File: config.mk
export PLATFORM = sky130hd
export DESIGN_NAME = pbf_fifo
export DESIGN_NICKNAME = d
export VERILOG_FILES = /design/src/sv/partitioned_bloom_filter_core_assert.svh /design/src/sv/pbf_pkg.sv /design/src/sv/pbf_fifo.sv
export SDC_FILE = /design/constraint.sdc
export NUM_CORES = 1
export LEC_CHECK = 0
export BUFFER_PORTS_ARGS = -buffer_cell sky130_fd_sc_hd__buf_2
export CAP_MARGIN = 10
export CORE_ASPECT_RATIO = 0.5
export CORE_MARGIN = 4
export CORE_UTILIZATION = 60
export CTS_CLUSTER_SIZE = 8
export DETAILED_ROUTE_END_ITERATION = 6
export PLACE_DENSITY = 0.83
export SYNTH_ARGS = -nofsm -noshare
export SYNTH_HDL_FRONTEND = slang
export SYNTH_SLANG_ARGS = --single-unit
File: constraint.sdc
create_clock -name clk -period 7.5 [get_ports clk]
set_clock_uncertainty 0.05 [all_clocks]
set_input_delay 1.5 -clock clk [delete_from_list [all_inputs] [get_ports clk]]
set_output_delay 1.5 -clock clk [all_outputs]
set_load 0.005 [all_outputs]
File: src/sv/partitioned_bloom_filter_core_assert.svh
// ----------------------------------------------------------------------------
// Assertion macros
// Shared concurrent assertion forms for the Bloom filter core.
// ----------------------------------------------------------------------------
`ifndef PARTITIONED_BLOOM_FILTER_CORE_ASSERT_SVH
`define PARTITIONED_BLOOM_FILTER_CORE_ASSERT_SVH

// same-cycle implication
`define PBF_ASSERT_IMP(label, clk, rst_n, ante, cons, msg) \
	label: assert property (@(posedge clk) disable iff (!rst_n) (ante) |-> (cons)) \
		else $error(msg);

// next-cycle implication
`define PBF_ASSERT_NXT(label, clk, rst_n, ante, cons, msg) \
	label: assert property (@(posedge clk) disable iff (!rst_n) (ante) |=> (cons)) \
		else $error(msg);

`endif

File: src/sv/pbf_pkg.sv
// ----------------------------------------------------------------------------
// pbf_pkg
// Types, codes and hash constants of the partitioned Bloom filter.
// ----------------------------------------------------------------------------
package pbf_pkg;

	localparam logic [1:0] MODE_QUERY  = 2'd0;
	localparam logic [1:0] MODE_INSERT = 2'd1;
	localparam logic [1:0] MODE_CLEAR  = 2'd2;
	localparam logic [1:0] MODE_NONE   = 2'd3;

	localparam logic REG_NUM_HASHES = 1'b0;
	localparam logic REG_PART_LOG2  = 1'b1;

	localparam logic [63:0] SEED      = 64'h0000_0000_97c2_9b3a;
	localparam logic [63:0] MIX_C1    = 64'h87c3_7b91_1142_53d5;
	localparam logic [63:0] MIX_C2    = 64'h4cf5_ad43_2e7f_e4f5;
	localparam logic [63:0] FMIX_C1   = 64'hff51_afd7_ed55_8ccd;
	localparam logic [63:0] FMIX_C2   = 64'hc4ce_b9fe_1a85_ec53;
	localparam logic [63:0] LANE1_ADD = 64'h0000_0000_52dc_e729;
	localparam logic [63:0] LANE2_ADD = 64'h0000_0000_3849_5ab5;

	localparam int QDEPTH = 4;
	localparam int QPTR_W = 2;

	typedef struct packed {
		logic [1:0]  mode;
		logic [63:0] hash;
	} key_word_t;

	function automatic logic [63:0] rotl64(input logic [63:0] x, input int r);
		rotl64 = (x << r) | (x >> (64 - r));
	endfunction

	function automatic logic [63:0] fold33(input logic [63:0] x);
		fold33 = x ^ (x >> 33);
	endfunction

endpackage

File: src/sv/pbf_fifo.sv
// ----------------------------------------------------------------------------
// pbf_fifo
// Short queue of hashed key words between the hash front and probe back.
// ----------------------------------------------------------------------------
module pbf_fifo (
	input  logic               clk,
	input  logic               arst_n,
	input  logic               wr,
	input  pbf_pkg::key_word_t wdata,
	output logic               full,
	input  logic               rd,
	output pbf_pkg::key_word_t rdata,
	output logic               empty
);
	pbf_pkg::key_word_t           ent_q [pbf_pkg::QDEPTH];
	logic [pbf_pkg::QPTR_W-1:0]   wp_q, rp_q;
	logic [pbf_pkg::QPTR_W:0]     cnt_q;
	logic                         do_wr, do_rd;

	assign full  = (cnt_q == (pbf_pkg::QPTR_W+1)'(pbf_pkg::QDEPTH));
	assign empty = (cnt_q == '0);
	assign do_wr = wr && !full;
	assign do_rd = rd && !empty;
	assign rdata = ent_q[rp_q];

	always_ff @(posedge clk or negedge arst_n) begin
		if (!arst_n) begin
			wp_q  <= '0;
			rp_q  <= '0;
			cnt_q <= '0;
		end else begin
			if (do_wr) wp_q <= wp_q + 1'b1;
			if (do_rd) rp_q <= rp_q + 1'b1;
			if (do_wr && !do_rd) cnt_q <= cnt_q + 1'b1;
			else if (do_rd && !do_wr) cnt_q <= cnt_q - 1'b1;
		end
	end

	always_ff @(posedge clk) begin
		if (do_wr) ent_q[wp_q] <= wdata;
	end

endmodule

==> out/metrics.cfg <==
[run_status]
status=complete, no violations

[sta]
worstMarginPinSlew_ns=0.994
finalCritPeriodShare=0.587
grt_setup_unrepaired=false
fin_setup_tns_ns=0
fmax_mhz=227
slew_violations=0
period_minus_slack_ns=4.40
max-slew-margin-rel=0.337
setup_viol_count_final=0
finalHoldViolations=0

[route]
finalWirelength_um=18000
wl_per_cell_um=23.0
vias=4433
antenna_left=0
via_per_inst=5.68
drc=0
first_pass_iters=4
drt_iter0_markers=264

[critical_path]
slowest_stage=dfrtp_4
r2r_end=ent_q[2][28]
endpoint_kind=output port
rr_worst_depth=3
cp_max_fo=35
rrSetupSlack_ns=5.02
critical_path_required_ns=5.95
worstSetupStartpointType=flop
slowest_delay_ns=0.87
r2r-start=cnt_q[2]
cp_data_arrival_time_ns=2.85
worstSetupPathType=flop to output port
path_cells=buf_4, mux4_2, buf_2

[finish]
mostFrequentLayoutCells=edfxtp_1, buf_2, mux4_2
drive_gt1_frac=0.456
diodes=0
final_common_cell=edfxtp_1
syn_to_final_growth_pct=19.4
final_util=0.752
nets=621

[cts]
cts_resized=0
insertion_delay_ns=0.48
postCtsHoldBufs=0
cts-htree-levels=2
cts.clk_slew.worst_paths_ns=0.05
clkSinkCount=271
root_buffer=clkbuf_16
numCtsBuffers=39
cts_tree=done
clockBufferDepth=3
cts_setup_buffers=0

[synth]
yosysWarnings=0
yosys.cell_types.count=21
synth-seq-cells=271
synthesis.area_um2=9960
syn_avg_cell_area_um2=26.1
seq_area_frac_synth=0.813
synth_nets=457
synthCells=381

[die]
die_y_um=99.1
row_count=32
num_io_pins=138
start_util=0.630
die-area_um2=18900
die_x_um=190
core-area_um2=15800

[global_routing]
track_usage=0.196
grt_start_max_net_pins=67
grt_pass1_wl_um=28100
grt_pass1_vias=4849
antenna_found_initial=1
grt-ovfl-total=0

[power_and_ir_drop]
p_per_area_nw_per_um2=408
ir_worst_vdd_mv=0.208
leakage_nw=4.12

[hold_path]
hold_depth=1
holdPathEnd=cnt_q[2]
min_path_type=flop to flop
hp-start=cnt_q[2]

[placement]
io_buffers=137
hpwl_um=10200
gp_congestion=0.657

[run]
maxCapViolCount=0

==> per-layer routing <==
layer  vias up  track usage  part of all wire  routed length, um
met5         -            0           0.00045                  8
met4         2       0.0419             0.013                225
met3        26       0.0463             0.050                902
met2       126        0.326              0.51               9200
met1      2327        0.276              0.42               7630
li1       1952            -                 -                  -
==> power by group <==
part / switching (mW) / internal, mW
registers: 0.158 / 2.01
logic: 0.547 / 0.589
clock network: 0.562 / 0.978
==> cells in the mapped netlist <==
| master | n | share of area |
|---|---|---|
| edfxtp_1 | 264 | 0.80 |
| mux4_2 | 66 | 0.15 |
| dfrtp_1 | 7 | 0.018 |
| buf_2 | 5 | 0.0025 |
| ha_1 | 5 | 0.0063 |
| and2_1 | 4 | 0.0025 |
| buf_4 | 4 | 0.0030 |
| inv_1 | 4 | 0.0015 |
| xnor2_1 | 4 | 0.0035 |
| buf_1 | 3 | 0.0011 |
| buf_12 | 3 | 0.0060 |
| mux2_2 | 2 | 0.0023 |
| xor2_1 | 2 | 0.0018 |
| buf_6 | 1 | 0.0011 |
| fa_1 | 1 | 0.0020 |
| nand2_1 | 1 | 0.00038 |
| nand3_1 | 1 | 0.00050 |
| nor2_1 | 1 | 0.00038 |
| nor2b_1 | 1 | 0.00063 |
| nor3b_2 | 1 | 0.0013 |
| or3_1 | 1 | 0.00063 |
==> cell type report <==
| class | instances | area (um2) |
|---|---|---|
| multi-input combinational | 90 | 1720 |
| inverter | 4 | 15.0 |
| sequential | 271 | 8110 |
| timing repair buffer | 139 | 701 |
| fill | 837 | 3920 |
| clock buffer | 55 | 1080 |
| tap | 221 | 277 |
==> flip-flops by register name, summed over array words and instances, names as in the netlist <==
name and count:
cnt_q 3, wp_q 2, ent_q 264, rp_q 2
==> stage by stage <==
step,hold slack [ns],worst slack (ns),instances,power [mW],area (um2)
finish,0.466,3.10,780,4.85,11900
global route,0.491,2.85,780,5.09,11900
CTS,0.475,2.98,780,4.92,11900
detailed placement,0.465,3.52,725,3.37,10800
global placement,0.421,3.53,725,3.33,10800
floorplan,0.395,3.69,381,2.94,9960
==> how the worst max path moves through the flow <==
stage	cells past startpoint	startpoint	slack, ns	end
2_1_floorplan	3	wr	3.69	ent_q[0][0]
3_3_place_gp	3	rp_q[0]	3.53	rdata[12]
3_5_place_dp	3	rp_q[0]	3.52	rdata[36]
4_1_cts	3	rp_q[0]	2.98	rdata[36]
5_1_grt	3	rp_q[0]	2.85	rdata[36]
6_report	3	rp_q[0]	3.10	rdata[36]
==> worst max-delay path, delay by kind of cell (launching register included) <==
kind | cells | cell delay (ns)
muxes | 1 | 0.64
DFF | 1 | 0.87
buffers and inverters | 2 | 0.84
==> cell families (layout without fill, tap and decap cells) <==
kind of cell,count (synthesis),count (layout),synth area share
AND/OR/NAND/NOR,10,10,0.00628
XOR/XNOR,6,6,0.00528
buffers and inverters,20,198,0.0153
adder cells (fa/ha/maj),6,6,0.00829
multiplexers,68,68,0.151
flip-flops,271,271,0.813
No activity file was read; power rests on OpenSTA's default activity.
